$ cat config.mk
export PLATFORM = sky130hd
export DESIGN_NAME = psd_ctrl
export DESIGN_NICKNAME = d
export VERILOG_FILES = /design/src/rtl/psd_pkg.sv /design/src/rtl/psd_ctrl.sv
export SDC_FILE = /design/constraint.sdc
export NUM_CORES = 1
export LEC_CHECK = 0
export ABC_CLOCK_PERIOD_IN_PS = 1500
export BUFFER_PORTS_ARGS = -buffer_cell sky130_fd_sc_hd__clkbuf_2
export CELL_PAD_IN_SITES_DETAIL_PLACEMENT = 0
export CELL_PAD_IN_SITES_GLOBAL_PLACEMENT = 1
export CORE_ASPECT_RATIO = 0.75
export CORE_UTILIZATION = 30
export DETAILED_ROUTE_END_ITERATION = 16
export PLACE_DENSITY = 0.75
export SYNTH_ARGS = -nofsm -noshare
export SYNTH_HDL_FRONTEND = slang
export SYNTH_SLANG_ARGS = --single-unit
$ cat constraint.sdc
create_clock -name i_clk -period 1.5 [get_ports i_clk]
set_input_delay 0.075 -clock i_clk [delete_from_list [all_inputs] [get_ports i_clk]]
set_output_delay 0.075 -clock i_clk [all_outputs]
set_load 0.005 [all_outputs]
$ cat src/rtl/psd_pkg.sv
// ============================================================================
// psd_pkg: shared types and constants of the planar smooth damp block
// Fixed point formats, payload structs, step codes and helper functions.
// ============================================================================
`default_nettype none

package psd_pkg;

    localparam int WORD_BITS = 32;
    localparam int FRAC_BITS = 16;
    localparam int WIDE_BITS = 68;

    localparam int ST_W = 25;
    localparam int MS_W = 31;
    localparam int TK_W = 17;
    localparam int CFG_DATA_W = 31;
    localparam int CFG_IDX_W = 2;

    localparam logic [CFG_IDX_W-1:0] CFG_SMOOTH_TIME = 2'd0;
    localparam logic [CFG_IDX_W-1:0] CFG_MAX_SPEED   = 2'd1;
    localparam logic [CFG_IDX_W-1:0] CFG_TICK_TIME   = 2'd2;

    localparam logic [ST_W-1:0] ST_RESET = 25'd19661;
    localparam logic [MS_W-1:0] MS_RESET = 31'h7FFF_FFFF;
    localparam logic [TK_W-1:0] TK_RESET = 17'd1092;

    localparam longint ONE_L = longint'(1) << FRAC_BITS;
    localparam logic [63:0] ONE = 64'(ONE_L);
    localparam logic [ST_W-1:0] ST_MIN = ST_W'((ONE_L + 5000) / 10000);
    localparam logic [63:0] C2 = 64'((12 * ONE_L + 12) / 25);
    localparam logic [63:0] C3 = 64'((47 * ONE_L + 100) / 200);
    localparam logic [63:0] X_CAP = ONE << 8;
    localparam logic [63:0] RATE_NUM = 64'(2) << (2 * FRAC_BITS);
    localparam logic [63:0] DK_NUM = 64'(1) << (2 * FRAC_BITS);

    typedef struct packed {
        logic signed [WORD_BITS-1:0] current_x;
        logic signed [WORD_BITS-1:0] current_y;
        logic signed [WORD_BITS-1:0] target_x;
        logic signed [WORD_BITS-1:0] target_y;
    } t_in_item;

    typedef struct packed {
        logic signed [WORD_BITS-1:0] next_x;
        logic signed [WORD_BITS-1:0] next_y;
    } t_out_item;

    typedef enum logic [1:0] {
        AOP_MUL,
        AOP_DIV,
        AOP_SQRT
    } t_aop;

    typedef enum logic [4:0] {
        P_RATE, P_X, P_X2, P_X3, P_T2, P_T3, P_DK,
        P_LIM, P_LIM2, P_DX2, P_DY2,
        P_SQRT, P_QXM, P_QXD, P_QYM, P_QYD,
        P_OMDX, P_NX, P_OMNX, P_VX, P_OX,
        P_OMDY, P_NY, P_OMNY, P_VY, P_OY,
        P_DOTX, P_DOTY
    } t_step;

    typedef struct packed {
        logic  go;
        t_step step;
        logic  load;
        logic  commit;
    } t_cmd;

    typedef struct packed {
        logic done;
        logic clamp;
        logic cfg_hit;
        logic out_busy;
    } t_status;

    function automatic logic signed [WIDE_BITS-1:0] apply_sign(input logic neg,
                                                               input logic [63:0] m);
        logic signed [WIDE_BITS-1:0] v;
        v = $signed(WIDE_BITS'(m));
        return neg ? -v : v;
    endfunction

    function automatic logic [63:0] mag_wide(input logic signed [WIDE_BITS-1:0] v);
        return v[WIDE_BITS-1] ? 64'(-v) : 64'(v);
    endfunction

    function automatic logic signed [WORD_BITS-1:0] sat_word(
        input logic signed [WIDE_BITS-1:0] v);
        logic signed [WIDE_BITS-1:0] hi;
        logic signed [WIDE_BITS-1:0] lo;
        hi = WIDE_BITS'({1'b0, {(WORD_BITS-1){1'b1}}});
        lo = -hi - WIDE_BITS'(1);
        if (v > hi) begin
            return hi[WORD_BITS-1:0];
        end else if (v < lo) begin
            return lo[WORD_BITS-1:0];
        end
        return v[WORD_BITS-1:0];
    endfunction

endpackage

`default_nettype wire

$ cat src/rtl/psd_ctrl.sv
// ============================================================================
// psd_ctrl: controller of the planar smooth damp block
// Steps the datapath through constant derivation and the per item update.
// ============================================================================
`default_nettype none

module psd_ctrl
    import psd_pkg::*;
(
    input  wire logic    i_clk,
    input  wire logic    i_rst_n,
    input  wire logic    i_in_valid,
    output logic         o_in_ready,
    input  wire t_status i_status,
    output t_cmd         o_cmd
);

    typedef enum logic [1:0] {
        ST_CALC,
        ST_IDLE,
        ST_FIN
    } t_state;

    t_state r_state;
    t_step  r_step;
    logic   r_go;
    logic   in_fire;

    assign o_in_ready   = (r_state == ST_IDLE) && !i_status.cfg_hit;
    assign in_fire      = o_in_ready && i_in_valid;
    assign o_cmd.go     = r_go;
    assign o_cmd.step   = r_step;
    assign o_cmd.load   = in_fire;
    assign o_cmd.commit = (r_state == ST_FIN) && !i_status.out_busy;

    always_ff @(posedge i_clk) begin
        if (!i_rst_n) begin
            r_state <= ST_CALC;
            r_step  <= P_RATE;
            r_go    <= 1'b1;
        end else begin
            r_go <= 1'b0;
            if (i_status.cfg_hit) begin
                r_state <= ST_CALC;
                r_step  <= P_RATE;
                r_go    <= 1'b1;
            end else begin
                unique case (r_state)
                    ST_IDLE: begin
                        if (in_fire) begin
                            r_state <= ST_CALC;
                            r_step  <= P_LIM;
                            r_go    <= 1'b1;
                        end
                    end
                    ST_CALC: begin
                        if (r_go && r_step == P_SQRT && !i_status.clamp) begin
                            r_step <= P_OMDX;
                            r_go   <= 1'b1;
                        end else if (i_status.done && !r_go) begin
                            if (r_step == P_DK) begin
                                r_state <= ST_IDLE;
                            end else if (r_step == P_DOTY) begin
                                r_state <= ST_FIN;
                            end else begin
                                r_step <= t_step'(r_step + 5'd1);
                                r_go   <= 1'b1;
                            end
                        end
                    end
                    ST_FIN: begin
                        if (!i_status.out_busy) begin
                            r_state <= ST_IDLE;
                        end
                    end
                    default: r_state <= ST_IDLE;
                endcase
            end
        end
    end

endmodule

`default_nettype wire
==> reports/summary.md <==
In this run, distinct cell masters in the synthesized netlist total 34. The later pin in the worst-skew pair is clocked with a latency of 260 ps. The die is 52.0 um wide. Launch point of the critical path: r_step[0]$_SDFFE_PP0P_. The number of cells on the worst reg-to-reg path is 6. During I/O placement, the number of pins put on the boundary was 16.

Sorting the synthesized cells by area gives the leading types as sky130_fd_sc_hd__dfxtp_1 29%, sky130_fd_sc_hd__a21oi_1 4.5%, sky130_fd_sc_hd__ha_1 4.5%, sky130_fd_sc_hd__buf_4 4.0%, sky130_fd_sc_hd__nand2b_1 3.3%. For the worst setup path, the data arrival time is 1650 ps. Entering global routing, the biggest net connects 8 pins. Setup repair after global routing could not meet its margin everywhere.

Via count of the first global-routing pass: 564. The finished cells cover 826 um2. At the pin with the least slew margin, the transition time is 416 ps.

Between clock sinks in the finished design, the worst skew comes to 0.380 ps. The root buffer cell chosen for the clock tree is sky130_fd_sc_hd__clkbuf_4. Across the run, the number of max-cap violations was 0. Number of antenna-violating nets in the routed design: 0.

The HPWL after detailed placement is 1180 um. The die covers 2050 um2. The final setup slack of the worst path came out at -0.130 ps. The ratio of cells with drive above 1 in the final layout is 0.505. The startpoint of the worst-slack reg-to-reg timing path is r_step[0]$_SDFFE_PP0P_. The routed via count divided by cell count works out to 5.50.

The multi-input combinational cells in the finished layout cover a total of 432 um2. In this run, placement finished with an instance count of 107. The fraction of synthesized cell area taken by the top area cell type was 0.285; the wire length of the first global-routing pass was 2530 um. The congestion estimate from routability-driven global placement came to 0.906.

The net total in the final layout is 102. Cell area power density: 523 nW/um2. The run gives 0.285 as the share of synthesized area occupied by flip-flops and latches.

The number of antenna violations at the first check in global routing is 0, and the net count of the mapped netlist is 74. The run gives 0.474 as the utilization after layout. The ratio of final minimum period to clock period works out to 1.00.

The tools report the TritonCTS buffer count as 3. The warning count from the yosys run is 0. The final reports fail on setup timing. The relative area change from synthesis to final layout works out to 47.0%.

For this run, design rule violations remaining after detail routing come to 0. Detailed routing inserted a total of 622 vias. Final setup violation count: 1. Dividing the detail-routed wire length by the instance count gives 14.1 um.

Critical path startpoint category: a register. The min-delay analysis places its worst path in the category input port to register. After floorplanning, the core was divided into 13 placement rows.

The worst voltage drop across the vdd grid came out at 0.303 mV. Data on the critical path is required at its endpoint by 1650 ps. During placement, the flow inserted port buffers numbering 15. The worst hold slack across all endpoints is 63.4 ps. The core region is 1740 um2. The number of storage elements in the synthesis netlist was 8. Counting every instance in the synthesized netlist gives 65. After clock tree synthesis, the flow added hold-fix buffers numbering 0. The endpoint of the lowest-slack register-to-register path is r_step[1]$_SDFFE_PP0P_.

The worst setup path is of the register to register kind. The tools report the count of placed standard cells in the final layout, fillers left out as 113. Counting the fill cells in the layout gives 173.

In this run the static leakage power is 0.333 nW. The cell depth of the worst min-delay path is 2. The H-tree depth is 1, and the final routed wirelength across all metal layers is 1600 um. The proportion of synthesized flip-flops having asynchronous set or reset was 0; the largest fanout of any net on the critical path was 5.

After clock tree synthesis, the clock-pin slew on the worst setup and hold paths is 60 ps. Summed over all instances, the cell type with the most area after synthesis is sky130_fd_sc_hd__dfxtp_1. The starting density of the core is 0.323. After synthesis, the most frequently instantiated cells are 8 x sky130_fd_sc_hd__dfxtp_1, 5 x sky130_fd_sc_hd__a21oi_1, 4 x sky130_fd_sc_hd__inv_1, 4 x sky130_fd_sc_hd__nor2_1. The clock passes through at most 2 buffers. The mapped netlist covers 562 um2.

The most used flip-flop cell after synthesis is sky130_fd_sc_hd__dfxtp_1. Across all register-to-register paths, the minimum setup slack is -0.1 ps. The vertical die dimension was 39.5 um; the violation count after the first detailed-route iteration was 17. Global-route total usage across every layer: 0.171. Counting flops with a built-in enable in the synthesized netlist gives 0.

The area taken by flip-flops and latches is 169 um2, and the mean area per synthesized cell is 8.64 um2. The most critical setup path has its endpoint at r_step[1]$_SDFFE_PP0P_. The total count of hold-check failures in the final report was 0; the first-pass iteration count of the detailed router was 4. After global routing the overflow that remains totals 0.

The instance area at placement was 708 um2. TritonCTS built the clock tree. The tree built by TritonCTS fans out to 8 sinks. Among all cell types in the netlist, the one instantiated most often is sky130_fd_sc_hd__dfxtp_1.

The worst setup path is captured at a register. Antenna cell count: 0. The design draws 0.000432 W.

The total count of max-transition violations in the final report was 0; the final critical delay including setup and external delays was 1500 ps. Derived from the worst setup path, the maximum achievable clock frequency is 0.667 GHz. For the remaining max-slew budget at the tightest pin, the log shows 0.723. The run finished, with violations left.
==> flip-flops by register name, summed over array words and instances, names as in the netlist <==
name and count:
r_state 2, r_step 5, r_go 1
==> stage by stage <==
stage          setup TNS, ps  worst slack (ps)
4_1_cts               -0.424            -0.424
2_1_floorplan              0              10.1
3_5_place_dp           -84.7             -53.9
5_1_grt                -81.1             -45.6
3_3_place_gp           -47.0             -47.0
6_report              -0.130            -0.130
==> what timing repair did <==
action | 4_1_cts | 5_1_grt
pin swaps | 3 | 4
endpoints found under the setup margin | 4 | 5
resized for setup | 10 | 5
buffers inserted | 2 | 1
==> how the worst min path moves through the flow <==
stage / from / end / slack (ps)
floorplan: i_status[1] / o_in_ready / 180
CTS: i_status[0] / r_state[0]$_SDFFE_PP0P_ / 60
global route: i_status[0] / r_state[0]$_SDFFE_PP0P_ / 70
finish: i_status[0] / r_state[0]$_SDFFE_PP0P_ / 60
global placement: i_status[0] / r_state[0]$_SDFFE_PP0P_ / 340
detailed placement: i_status[0] / r_state[0]$_SDFFE_PP0P_ / 340
==> critical path: stages, from the launching register on <==
cell and delay (ps):
sky130_fd_sc_hd__dfxtp_4 360, sky130_fd_sc_hd__inv_4 60, sky130_fd_sc_hd__ha_4 120, sky130_fd_sc_hd__and4bb_4 280
sky130_fd_sc_hd__o221ai_4 130, sky130_fd_sc_hd__and2_4 210, sky130_fd_sc_hd__o221a_1 230
==> where the power goes <==
part / total (W) / internal, W / switching [W]
clock: 0.000174 / 0.0000922 / 0.0000818
combinational: 0.0000421 / 0.0000212 / 0.0000209
sequential: 0.000216 / 0.000213 / 0.00000336
==> cell families (layout without fill, tap and decap cells) <==
family,Yosys count,count (layout),share of synthesized area
adder cells (fa/ha/maj),2,2,0.0445
flip-flops,8,8,0.285
AND/OR/NAND/NOR,27,27,0.314
buffers and inverters,7,33,0.0668
AO/OA/AOI/OAI,21,21,0.290
==> layer usage <==
layer  part of all wire  up-vias  global-route usage  wire length (um)
met1               0.49      285               0.219               782
met5                  0        -                   0                 0
met4             0.0094        0              0.0608                15
met2               0.43       29               0.276               688
li1                   -      306                   -                 -
met3              0.068        2              0.0465               108
==> layout make-up <==
type | count | area share
Sequential cell | 8 | 0.205
Tap cell | 22 | 0.0333
Inverter | 4 | 0.0212
Timing Repair Buffer | 26 | 0.191
Clock buffer | 3 | 0.0273
Multi-Input combinational cell | 50 | 0.523
==> placed cells by master (no fill, tap or decap), drive strengths merged, types with 2 or more instances in the layout <==
cell type / n
nand2: 2
ha: 2
dfxtp: 8
clkbuf: 18
nor3: 3
nor4: 2
o21ai: 3
inv: 4
a21oi: 5
nand3: 3
nand2b: 3
o31ai: 2
nor2: 5
buf: 11
and4bb: 2
(Power assumes the default switching activity.)
